$ cat config.mk
export PLATFORM = sky130hd
export DESIGN_NAME = lcd_instruction_queue_4bit_unit
export DESIGN_NICKNAME = d
export VERILOG_FILES = /design/src/sv/lcdq_pkg.sv /design/src/sv/lcdq_dp.sv /design/src/sv/lcdq_ctrl.sv /design/src/sv/lcd_instruction_queue_4bit_unit.sv
export SDC_FILE = /design/constraint.sdc
export NUM_CORES = 1
export LEC_CHECK = 0
export ABC_AREA = 1
export BUFFER_PORTS_ARGS = -buffer_cell sky130_fd_sc_hd__buf_2
export CORE_MARGIN = 4
export CORE_UTILIZATION = 55
export CTS_BUF_LIST = sky130_fd_sc_hd__clkbuf_4 sky130_fd_sc_hd__clkbuf_8 sky130_fd_sc_hd__clkbuf_16
export CTS_CLUSTER_SIZE = 25
export DETAILED_ROUTE_END_ITERATION = 6
export PLACE_DENSITY = 0.71
export SYNTH_ARGS = -nofsm -noshare
export SYNTH_HDL_FRONTEND = slang
export SYNTH_HIERARCHICAL = 1
export SYNTH_SLANG_ARGS = --single-unit
$ cat constraint.sdc
create_clock -name clk -period 2.5 [get_ports clk]
set_input_delay 0 -clock clk [delete_from_list [all_inputs] [get_ports clk]]
set_output_delay 0 -clock clk [all_outputs]
set_load 0.02 [all_outputs]
$ cat src/sv/lcdq_pkg.sv
// ----------------------------------------------------------------------------
// lcdq_pkg
// Shared types and constants for the character LCD 4-bit instruction queue.
// ----------------------------------------------------------------------------
package lcdq_pkg;

    localparam int QUEUE_DEPTH_DEFAULT = 16;

    localparam logic [2:0] NIBBLE_OFFSET_RESET = 3'd4;
    localparam logic [7:0] CMD_MARKER          = 8'h11;
    localparam logic [5:0] ENTRY_MODE_CODE     = 6'b000001;

    // Request selector codes.
    localparam logic [1:0] SEL_PUSH_CMD  = 2'd0;
    localparam logic [1:0] SEL_PUSH_DATA = 2'd1;
    localparam logic [1:0] SEL_POLL      = 2'd2;

    // Response status codes.
    localparam logic [1:0] STATUS_OK   = 2'd0;
    localparam logic [1:0] STATUS_FULL = 2'd1;
    localparam logic [1:0] STATUS_DROP = 2'd2;

    typedef enum logic [2:0] {
        S_IDLE,
        S_PUSH2,
        S_HEAD,
        S_CMDB,
        S_NIB_HI,
        S_NIB_LO,
        S_RESP
    } state_t;

    typedef enum logic [1:0] {
        WSEL_MARKER,
        WSEL_INPUT,
        WSEL_HELD
    } wsel_t;

    typedef enum logic {
        BSRC_INPUT,
        BSRC_RDATA
    } bsrc_t;

    typedef enum logic [1:0] {
        OUT_RESP,
        OUT_NIB_HI,
        OUT_NIB_LO
    } out_kind_t;

    typedef struct packed {
        logic       wr_en;
        wsel_t      wr_sel;
        logic       pop;
        logic       byte_load;
        bsrc_t      byte_src;
        logic       rs_val;
        logic       flags_update;
        logic       status_we;
        logic [1:0] status_val;
        logic       out_load;
        out_kind_t  out_kind;
    } dp_cmd_t;

    typedef struct packed {
        logic almost_full;
        logic empty;
        logic last_entry;
        logic head_is_marker;
        logic value_is_marker;
        logic value_busy;
        logic out_free;
    } dp_sts_t;

endpackage

$ cat src/sv/lcdq_dp.sv
// ----------------------------------------------------------------------------
// lcdq_dp
// Datapath: entry memory with pointers and fill count, held byte, tracked
// LCD state, nibble placement and the response register.
// ----------------------------------------------------------------------------
module lcdq_dp import lcdq_pkg::*; #(
    parameter int QUEUE_DEPTH = QUEUE_DEPTH_DEFAULT
) (
    input  logic       clk,
    input  logic       rst_n,
    input  logic       cfg_write,
    input  logic [2:0] cfg_data,
    input  logic [7:0] value,
    input  dp_cmd_t    dp_cmd,
    output dp_sts_t    dp_sts,
    input  logic       rsp_stall,
    output logic       rsp_valid,
    output logic [1:0] status,
    output logic       write_valid,
    output logic       reg_select,
    output logic [7:0] data_pins,
    output logic       last,
    output logic       pending,
    output logic       addr_in_cgram,
    output logic       cursor_right
);

    localparam int PTR_W = (QUEUE_DEPTH > 1) ? $clog2(QUEUE_DEPTH) : 1;
    localparam int CNT_W = $clog2(QUEUE_DEPTH + 1);
    localparam logic [PTR_W-1:0] PTR_LAST = PTR_W'(QUEUE_DEPTH - 1);
    localparam logic [CNT_W-1:0] CNT_ALMOST = CNT_W'(QUEUE_DEPTH - 2);

    logic [7:0]       mem [QUEUE_DEPTH];
    logic [7:0]       rd_data_reg;
    logic [PTR_W-1:0] rd_ptr_reg, rd_ptr_next;
    logic [PTR_W-1:0] wr_ptr_reg, wr_ptr_next;
    logic [CNT_W-1:0] fill_reg, fill_next;
    logic [7:0]       byte_reg, byte_next;
    logic             rs_reg, rs_next;
    logic [1:0]       status_reg, status_next;
    logic             cgram_reg, cgram_next;
    logic             right_reg, right_next;
    logic [2:0]       offset_reg, offset_next;
    logic [7:0]       wr_data;
    logic [3:0]       nibble;
    logic [7:0]       placed;

    logic             rsp_valid_reg, rsp_valid_next;
    logic [1:0]       o_status_reg;
    logic             o_wv_reg, o_rs_reg, o_last_reg, o_pend_reg, o_cgram_reg, o_right_reg;
    logic [7:0]       o_pins_reg;

    always_comb
    begin
        case (dp_cmd.wr_sel)
            WSEL_MARKER: wr_data = CMD_MARKER;
            WSEL_INPUT:  wr_data = value;
            default:     wr_data = byte_reg;
        endcase
    end

    always_comb
    begin
        rd_ptr_next = rd_ptr_reg;
        wr_ptr_next = wr_ptr_reg;
        fill_next   = fill_reg;
        if (dp_cmd.wr_en)
        begin
            wr_ptr_next = (wr_ptr_reg == PTR_LAST) ? '0 : wr_ptr_reg + 1'b1;
            fill_next   = fill_reg + 1'b1;
        end
        else if (dp_cmd.pop)
        begin
            rd_ptr_next = (rd_ptr_reg == PTR_LAST) ? '0 : rd_ptr_reg + 1'b1;
            fill_next   = fill_reg - 1'b1;
        end
    end

    // The read port follows the next head pointer, so after a pop the
    // following entry is already registered in the next cycle.
    always_ff @(posedge clk)
    begin
        if (dp_cmd.wr_en)
        begin
            mem[wr_ptr_reg] <= wr_data;
        end
        rd_data_reg <= mem[rd_ptr_next];
    end

    always_comb
    begin
        byte_next   = byte_reg;
        rs_next     = rs_reg;
        status_next = status_reg;
        cgram_next  = cgram_reg;
        right_next  = right_reg;
        offset_next = cfg_write ? cfg_data : offset_reg;
        if (dp_cmd.byte_load)
        begin
            byte_next = (dp_cmd.byte_src == BSRC_INPUT) ? value : rd_data_reg;
            rs_next   = dp_cmd.rs_val;
        end
        if (dp_cmd.status_we)
        begin
            status_next = dp_cmd.status_val;
        end
        if (dp_cmd.flags_update)
        begin
            if (rd_data_reg[7])
            begin
                cgram_next = 1'b0;
            end
            else if (rd_data_reg[6])
            begin
                cgram_next = 1'b1;
            end
            if (rd_data_reg[7:2] == ENTRY_MODE_CODE)
            begin
                right_next = rd_data_reg[1];
            end
        end
    end

    always_comb
    begin
        nibble = (dp_cmd.out_kind == OUT_NIB_HI) ? byte_reg[7:4] : byte_reg[3:0];
        placed = {4'b0000, nibble} << offset_reg;
    end

    always_comb
    begin
        rsp_valid_next = rsp_valid_reg;
        if (dp_cmd.out_load)
        begin
            rsp_valid_next = 1'b1;
        end
        else if (!rsp_stall)
        begin
            rsp_valid_next = 1'b0;
        end
    end

    always_ff @(posedge clk or negedge rst_n)
    begin
        if (!rst_n)
        begin
            rd_ptr_reg    <= '0;
            wr_ptr_reg    <= '0;
            fill_reg      <= '0;
            cgram_reg     <= 1'b0;
            right_reg     <= 1'b1;
            offset_reg    <= NIBBLE_OFFSET_RESET;
            rsp_valid_reg <= 1'b0;
        end
        else
        begin
            rd_ptr_reg    <= rd_ptr_next;
            wr_ptr_reg    <= wr_ptr_next;
            fill_reg      <= fill_next;
            cgram_reg     <= cgram_next;
            right_reg     <= right_next;
            offset_reg    <= offset_next;
            rsp_valid_reg <= rsp_valid_next;
        end
    end

    always_ff @(posedge clk)
    begin
        byte_reg   <= byte_next;
        rs_reg     <= rs_next;
        status_reg <= status_next;
        if (dp_cmd.out_load)
        begin
            o_status_reg <= status_reg;
            o_wv_reg     <= (dp_cmd.out_kind != OUT_RESP);
            o_rs_reg     <= (dp_cmd.out_kind != OUT_RESP) && rs_reg;
            o_pins_reg   <= (dp_cmd.out_kind != OUT_RESP) ? placed : 8'h00;
            o_last_reg   <= (dp_cmd.out_kind != OUT_NIB_HI);
            o_pend_reg   <= (fill_reg != '0);
            o_cgram_reg  <= cgram_reg;
            o_right_reg  <= right_reg;
        end
    end

    always_comb
    begin
        dp_sts.almost_full     = (fill_reg > CNT_ALMOST);
        dp_sts.empty           = (fill_reg == '0);
        dp_sts.last_entry      = (fill_reg == CNT_W'(1));
        dp_sts.head_is_marker  = (rd_data_reg == CMD_MARKER);
        dp_sts.value_is_marker = (value == CMD_MARKER);
        dp_sts.value_busy      = value[7];
        dp_sts.out_free        = !rsp_valid_reg || !rsp_stall;
    end

    assign rsp_valid     = rsp_valid_reg;
    assign status        = o_status_reg;
    assign write_valid   = o_wv_reg;
    assign reg_select    = o_rs_reg;
    assign data_pins     = o_pins_reg;
    assign last          = o_last_reg;
    assign pending       = o_pend_reg;
    assign addr_in_cgram = o_cgram_reg;
    assign cursor_right  = o_right_reg;

endmodule

$ cat src/sv/lcdq_ctrl.sv
// ----------------------------------------------------------------------------
// lcdq_ctrl
// Controller: sequences pushes, head reads, nibble strobes and responses.
// ----------------------------------------------------------------------------
module lcdq_ctrl import lcdq_pkg::*; (
    input  logic       clk,
    input  logic       rst_n,
    input  logic       req_valid,
    output logic       req_stall,
    input  logic [1:0] cmd,
    input  dp_sts_t    dp_sts,
    output dp_cmd_t    dp_cmd
);

    state_t state_reg, state_next;
    logic   accept;

    assign req_stall = (state_reg != S_IDLE);
    assign accept    = req_valid && (state_reg == S_IDLE);

    always_comb
    begin
        state_next = state_reg;
        unique case (state_reg)
            S_IDLE:
            begin
                if (accept)
                begin
                    unique case (cmd)
                        SEL_PUSH_CMD:
                            state_next = dp_sts.almost_full ? S_RESP : S_PUSH2;
                        SEL_POLL:
                            state_next = (dp_sts.value_busy || dp_sts.empty) ? S_RESP
                                                                             : S_HEAD;
                        default:
                            state_next = S_RESP;
                    endcase
                end
            end
            S_PUSH2:
                state_next = S_RESP;
            S_HEAD:
            begin
                if (!dp_sts.head_is_marker)
                begin
                    state_next = S_NIB_HI;
                end
                else
                begin
                    state_next = dp_sts.last_entry ? S_RESP : S_CMDB;
                end
            end
            S_CMDB:
                state_next = S_NIB_HI;
            S_NIB_HI:
                if (dp_sts.out_free) state_next = S_NIB_LO;
            S_NIB_LO:
                if (dp_sts.out_free) state_next = S_IDLE;
            S_RESP:
                if (dp_sts.out_free) state_next = S_IDLE;
            default:
                state_next = S_IDLE;
        endcase
    end

    always_comb
    begin
        dp_cmd = '{wr_en: 1'b0, wr_sel: WSEL_MARKER, pop: 1'b0, byte_load: 1'b0,
                   byte_src: BSRC_INPUT, rs_val: 1'b0, flags_update: 1'b0,
                   status_we: 1'b0, status_val: STATUS_OK, out_load: 1'b0,
                   out_kind: OUT_RESP};
        unique case (state_reg)
            S_IDLE:
            begin
                if (accept)
                begin
                    dp_cmd.status_we = 1'b1;
                    unique case (cmd)
                        SEL_PUSH_CMD:
                        begin
                            if (dp_sts.almost_full)
                            begin
                                dp_cmd.status_val = STATUS_FULL;
                            end
                            else
                            begin
                                dp_cmd.wr_en     = 1'b1;
                                dp_cmd.wr_sel    = WSEL_MARKER;
                                dp_cmd.byte_load = 1'b1;
                                dp_cmd.byte_src  = BSRC_INPUT;
                            end
                        end
                        SEL_PUSH_DATA:
                        begin
                            if (dp_sts.almost_full)
                            begin
                                dp_cmd.status_val = STATUS_FULL;
                            end
                            else if (dp_sts.value_is_marker)
                            begin
                                dp_cmd.status_val = STATUS_DROP;
                            end
                            else
                            begin
                                dp_cmd.wr_en  = 1'b1;
                                dp_cmd.wr_sel = WSEL_INPUT;
                            end
                        end
                        default:
                            dp_cmd.status_val = STATUS_OK;
                    endcase
                end
            end
            S_PUSH2:
            begin
                dp_cmd.wr_en  = 1'b1;
                dp_cmd.wr_sel = WSEL_HELD;
            end
            S_HEAD:
            begin
                dp_cmd.pop = 1'b1;
                if (!dp_sts.head_is_marker)
                begin
                    dp_cmd.byte_load = 1'b1;
                    dp_cmd.byte_src  = BSRC_RDATA;
                    dp_cmd.rs_val    = 1'b1;
                end
            end
            S_CMDB:
            begin
                dp_cmd.pop          = 1'b1;
                dp_cmd.byte_load    = 1'b1;
                dp_cmd.byte_src     = BSRC_RDATA;
                dp_cmd.rs_val       = 1'b0;
                dp_cmd.flags_update = 1'b1;
            end
            S_NIB_HI:
            begin
                dp_cmd.out_load = dp_sts.out_free;
                dp_cmd.out_kind = OUT_NIB_HI;
            end
            S_NIB_LO:
            begin
                dp_cmd.out_load = dp_sts.out_free;
                dp_cmd.out_kind = OUT_NIB_LO;
            end
            S_RESP:
            begin
                dp_cmd.out_load = dp_sts.out_free;
                dp_cmd.out_kind = OUT_RESP;
            end
            default:
            begin
                dp_cmd.out_load = 1'b0;
            end
        endcase
    end

    always_ff @(posedge clk or negedge rst_n)
    begin
        if (!rst_n)
        begin
            state_reg <= S_IDLE;
        end
        else
        begin
            state_reg <= state_next;
        end
    end

endmodule

$ cat src/sv/lcd_instruction_queue_4bit_unit.sv
// ----------------------------------------------------------------------------
// lcd_instruction_queue_4bit_unit
// Instruction queue in front of a character LCD driven over a 4-bit bus.
// ----------------------------------------------------------------------------
// Firmware pushes command bytes (stored as a marker entry plus the byte) and
// data bytes (one entry; a data byte equal to the marker is dropped), and
// polls with the device readout. A poll with the busy bit clear sends the
// head instruction as two nibble strobe transactions, high nibble first, with
// the nibble shifted to the configured pin offset. One request is handled at
// a time and the request side stalls until its work is done; the response
// register lets the next request start while the last response waits. A data
// push, a refused push or a poll with nothing to send goes straight to the
// response state, a stored command push first writes the held byte, a data
// dispatch pops the head and then sends both nibbles, and a command dispatch
// also pops the command byte behind its marker. The entry memory has a
// registered read port, so each entry sits in a register before it is used.
// ----------------------------------------------------------------------------
module lcd_instruction_queue_4bit_unit import lcdq_pkg::*; #(
    parameter int QUEUE_DEPTH = QUEUE_DEPTH_DEFAULT
) (
    input  logic       clk,
    input  logic       rst_n,
    input  logic       cfg_write,
    input  logic [2:0] cfg_data,
    input  logic       req_valid,
    output logic       req_stall,
    input  logic [1:0] cmd,
    input  logic [7:0] value,
    output logic       rsp_valid,
    input  logic       rsp_stall,
    output logic [1:0] status,
    output logic       write_valid,
    output logic       reg_select,
    output logic [7:0] data_pins,
    output logic       last,
    output logic       pending,
    output logic       addr_in_cgram,
    output logic       cursor_right
);

    dp_cmd_t dp_cmd;
    dp_sts_t dp_sts;

    lcdq_ctrl u_ctrl (
        .clk       (clk),
        .rst_n     (rst_n),
        .req_valid (req_valid),
        .req_stall (req_stall),
        .cmd       (cmd),
        .dp_sts    (dp_sts),
        .dp_cmd    (dp_cmd)
    );

    lcdq_dp #(
        .QUEUE_DEPTH (QUEUE_DEPTH)
    ) u_dp (
        .clk           (clk),
        .rst_n         (rst_n),
        .cfg_write     (cfg_write),
        .cfg_data      (cfg_data),
        .value         (value),
        .dp_cmd        (dp_cmd),
        .dp_sts        (dp_sts),
        .rsp_stall     (rsp_stall),
        .rsp_valid     (rsp_valid),
        .status        (status),
        .write_valid   (write_valid),
        .reg_select    (reg_select),
        .data_pins     (data_pins),
        .last          (last),
        .pending       (pending),
        .addr_in_cgram (addr_in_cgram),
        .cursor_right  (cursor_right)
    );

endmodule
==> After elaboration in Yosys (flattened, before gate mapping) <==
Memory sizes are Yosys's and may differ from the RTL's. A register that Yosys moved wholly into a read port is not among the register bits.
Index checks and enable logic that the tools add are counted.
{ "totals": {"reg_bits": 49, "ramBits": 128, "inputBits": 18, "out_inout_bits": 18, "word_cells": 114, "n_memories": 1} }
{ "classes": {"addsub": 4, "order_cmp": 1, "n_eq_ne": 21, "n_shift": 1, "mux": 45, "n_reduce_logical": 22} }
{ "mem_list": {"columns": ["name", "words", "word_bits", "read_ports", "rd_clocked_by_memory_dff", "wr", "line_no", "source"], "rows": [
  ["u_dp.mem", 16, 8, 1, 1, 1, "lcdq_dp.sv:33", "logic [7:0] mem [QUEUE_DEPTH];"]
]} }
{ "op_table": {"columns": ["cell", "n"], "rows": [
  ["$mux 3", 14],
  ["$mux 4", 5],
  ["$pmux 3 s2", 3],
  ["$pmux 3 s6", 1],
  ["$eq 8x5->1 const B", 2],
  ["$pmux 8 s2", 1],
  ["$mux 1", 10],
  ["$mux 2", 5],
  ["$mux 5", 2],
  ["$eq 3x3->1 const B", 3],
  ["$add 4x1->4 const B", 2],
  ["$eq 4x4->1 const B", 2],
  ["$mux 8", 1],
  ["$ne 2x1->1 const B", 4],
  ["$pmux 2 s2", 2],
  ["$shl 4x3->8", 1],
  ["$eq 2x1->1 const B", 3],
  ["$eq 3x2->1 const B", 2],
  ["$eq 6x1->1 const B", 1],
  ["$pmux 2 s3", 1],
  ["$reduce_and 2->1", 3],
  ["$reduce_bool 2->1", 3],
  ["$add 5x1->5 const B", 1],
  ["$eq 5x1->1 const B", 1],
  ["other kinds (16)", 21]
]} }

==> Logic depth before layout (Yosys ltp) <==
{ "logic_depth": {"depth_word": 8, "ltp_mapped": 17, "mapped_depth_nobuf": 16} }

==> Modules after synthesis <==
Netlist, hierarchy kept.
{ "modules_own_cells": {"columns": ["module", "n_inst", "cells_per_inst", "area_each_um2", "seq_area_each_um2"], "rows": [
  ["lcdq_dp", 1, 804, 8157.8, 5292.6],
  ["lcdq_ctrl", 1, 69, 369.1, 75.1]
]} }

==> Worst setup path before layout <==
Ideal clock, no wire load.
{ "synth_path": {"path_kind": "reg-to-reg", "from": "register u_dp.fill_reg[0]", "to": "memory u_dp.mem[15][0] (enable)", "setup_ns": 0.374, "arrival_ns": 2.253, "required_ns": 2.126, "setup_slack_ns": -0.127, "path_stages_with_launch": 10, "path_buffers": 1, "synth_period_minus_slack_ns": 2.627, "cell_sequence": "dfrtp_1 -> inv_1 -> ha_1 -> o31ai_1 -> nor2_1 -> o21ai_0 -> o21ai_1 -> clkbuf_1 -> nand2_1 -> nor2_1"} }
{ "synth_lines": {"columns": ["item", "line_no", "source"], "rows": [
  ["start, declared", "lcdq_dp.sv:37", "logic [CNT_W-1:0] fill_reg, fill_next;"],
  ["start signal, assigned", "lcdq_dp.sv:159", "fill_reg <= fill_next;"],
  ["end, declared", "lcdq_dp.sv:33", null]
]} }

==> flow_summary.toml <==
[status]
outcome = "completed"

[synthesis]
ys.warnings.count = 6
netlist_area_um2 = 8530
ys_seq_elements = 185
ys.flop_type = "edfxtp_1"
yosysTopAreaCellShare_pct = 54.6
synth_area_leaders = "edfxtp_1 (55%), nand3_1 (9.1%), nand2_1 (8.0%), inv_1 (7.8%), dfrtp_1 (5.9%)"
yosys.area.top_type = "edfxtp_1"
synthDistinctLibCells = 37
avgSynthCellArea_um2 = 9.77
syn-num-nets = 900
async_reset_ff_share_pct = 11.9
synth_cells = 873
synth.yosys.seq_area_share_pct = 62.9
synth_enable_flop_cells = 155

[route]
drc = 0
drt_iter0_drc = 763
drt-total-wl_um = 22100
firstDrtPassIters = 6
vias = 6419
vias_per_cell = 5.46
wl_per_cell_um = 18.8
ant_nets = 0

[grt]
grt_max_degree = 33
grtUsageTotal_pct = 24.4
grt_pass1_vias = 6059
grt_pass1_wl_um = 32600
grt-ovfl-total = 0
antenna_found_initial = 0

[timing]
setup_tns_ns = 0
hold_viol_final = 0
finalClockSkew_ns = 0.0163
fmax_mhz = 410
setup_viol = 0
period_share_pct = 97.6
worstMarginPinSlew_ns = 1.02
min_period_ns = 2.44
hold_ws_ns = 0.0380
drv_slew = 0
rsz0062_at_grt = "yes"
relSlewSlack_pct = 32.0

[setup_path]
crit_type = "reg2reg"
crit_top_cell = "o21ai_2"
cp_num_buf_inv = 2
worstPathRequired_ns = 2.57
crit_path_end_kind = "flop"
slowest_delay_ns = 0.68
start_kind = "flop"
cp_max_fo = 8
arrival_ns = 2.51
critPathTopFamily = "simple AND/OR/NAND/NOR gates"
path_cells = "inv_2 > ha_4 > o31ai_4 > nor2_2 > o21ai_2 > o21ai_2 > buf_6 > nand2_1 > nor2_1"
cp_slowest_cell = "nor2_1"
rrSetupSlack_ns = 0.06

[floorplanning]
start_util_pct = 56.1
die_w_um = 133
rows = 45
die_y_um = 133
die-area_um2 = 17600
io_pins = 36
core_area_um2 = 15200

[clocking]
cts_tree = "yes"
cts-root-buf = "clkbuf_16"
cts.clk_slew.worst_paths_ns = 0.07
clock_path_buffers = 2
insertion_delay_ns = 0.44
cts_made_buffers = 17
cts_htree_levels = 4
clock-sinks = 185

[hold_path]
hp-class = "in2reg"

[layout]
fillers = 1117
final_layout_size_suffix_gt1_share_pct = 19.3
antennaDiodeCount = 0
layout_common_cells = "nand2_1 (176), inv_1 (174), edfxtp_1 (155)"
top_register = "u_dp/mem"
largest_reg_flops = 128
syn2layout_area_growth_pct = 23.0
final_common_cell = "nand2_1"
fin_nets = 1001

[placed_design]
port-buffer-count = 35
place.detailed.hpwl_um = 13000
place_congestion = 0.862

[run]
maxCapViolations = 0

[power_and_ir_drop]
power_density_nw_per_um2 = 1220
p_leak_nw = 4.64
ir_worst_vdd_v = 0.000767
==> cell families after synthesis <==
group                      count (synthesis)  share of synthesized area, %
muxes                                      2                         0.235
AOI/OAI and AO/OA                         47                          3.02
and+or+nand+nor                          415                          21.8
buffers and inverters                    210                          9.89
DFF                                      185                          62.9
xor gates and xnor gates                   5                         0.734
adders and majority gates                  9                          1.32
==> worst register-to-register path, cell delays in order, from the launching register on <==
cell and delay (ns):
dfrtp_1 0.38, inv_2 0.08, ha_4 0.14, o31ai_4 0.06
nor2_2 0.14, o21ai_2 0.07, o21ai_2 0.15, buf_6 0.16
nand2_1 0.21, nor2_1 0.68
==> worst paths after layout <==
check / cells past startpoint / from / to
worst max-delay path: 9 / u_dp/fill_reg[0]$_DFFE_PN0P_ / u_dp/mem[13][7]$_DFFE_PP_
worst min-delay path: 7 / value[7] / u_ctrl/state_reg[2]$_DFFE_PN0P_
worst max register to register: 9 / u_dp/fill_reg[0]$_DFFE_PN0P_ / u_dp/mem[13][7]$_DFFE_PP_
worst min register to register: 0 / u_dp/status_reg[1]$_DFFE_PP_ / u_dp/status[1]$_DFFE_PP_
max in group asynchronous: 2 / rst_n / u_dp/fill_reg[2]$_DFFE_PN0P_
min in group asynchronous: 2 / rst_n / u_dp/fill_reg[1]$_DFFE_PN0P_
==> Yosys cell counts, types with 4 or more instances <==
| cell type | count |
|---|---|
| a21oi_1 | 6 |
| clkbuf_1 | 8 |
| nand2_1 | 181 |
| o22ai_1 | 6 |
| nand2_2 | 5 |
| ha_1 | 9 |
| buf_6 | 4 |
| buf_2 | 11 |
| nand4_1 | 11 |
| xor2_1 | 4 |
| nand3_1 | 155 |
| dfxtp_1 | 8 |
| nor2_1 | 46 |
| inv_1 | 177 |
| dfrtp_1 | 20 |
| o21ai_0 | 28 |
| inv_2 | 7 |
| edfxtp_1 | 155 |
==> power by group <==
part	internal (W)	switching, W	total [W]
clock network	0.00151	0.00122	0.00273
registers	0.00407	0.000295	0.00437
logic	0.00206	0.00360	0.00565
total	0.00764	0.00511	0.0128
==> routing by layer <==
metal	global-route usage, %	routed length (um)	vias up
met3	5.29	1820	68
met5	0	0	-
li1	-	-	3049
met1	30.9	8370	2967
met4	12.5	1060	0
met2	39.6	10900	335
==> stage by stage <==
step	setup WS, ns	cells	total power [W]	area (um^2)	utilization, %
floorplan	-0.109	873	0.00729	8540	-
global placement	-0.147	1107	0.00881	9160	60.3
detailed placement	-0.147	1107	0.00887	9160	60.3
CTS	0.00649	1163	0.0119	10100	66.4
global route	-0.0653	1175	0.0134	10500	69.0
finish	0.0611	1175	0.0128	10500	69.0
==> what timing repair did <==
item / CTS / global route
hold buffers: 19 / 0
gates cloned: 3 / 8
hold endpoints to repair: 40 / 0
endpoints found under the setup margin: 8 / 96
gates resized for setup: 17 / 50
pin swaps: 1 / 14
buffers inserted: 2 / 4
==> layout make-up <==
cell class	instances	area [um^2]	area share, %
Clock buffer	17	425	4.06
Timing Repair inverter	1	6.26	0.0597
Timing Repair Buffer	107	997	9.51
Sequential cell	185	5370	51.2
Multi-Input combinational cell	478	2570	24.5
Tap cell	188	235	2.24
Clock inverter	15	179	1.71
Inverter	184	707	6.74
Note: power is estimated with default switching activity, not from simulation.
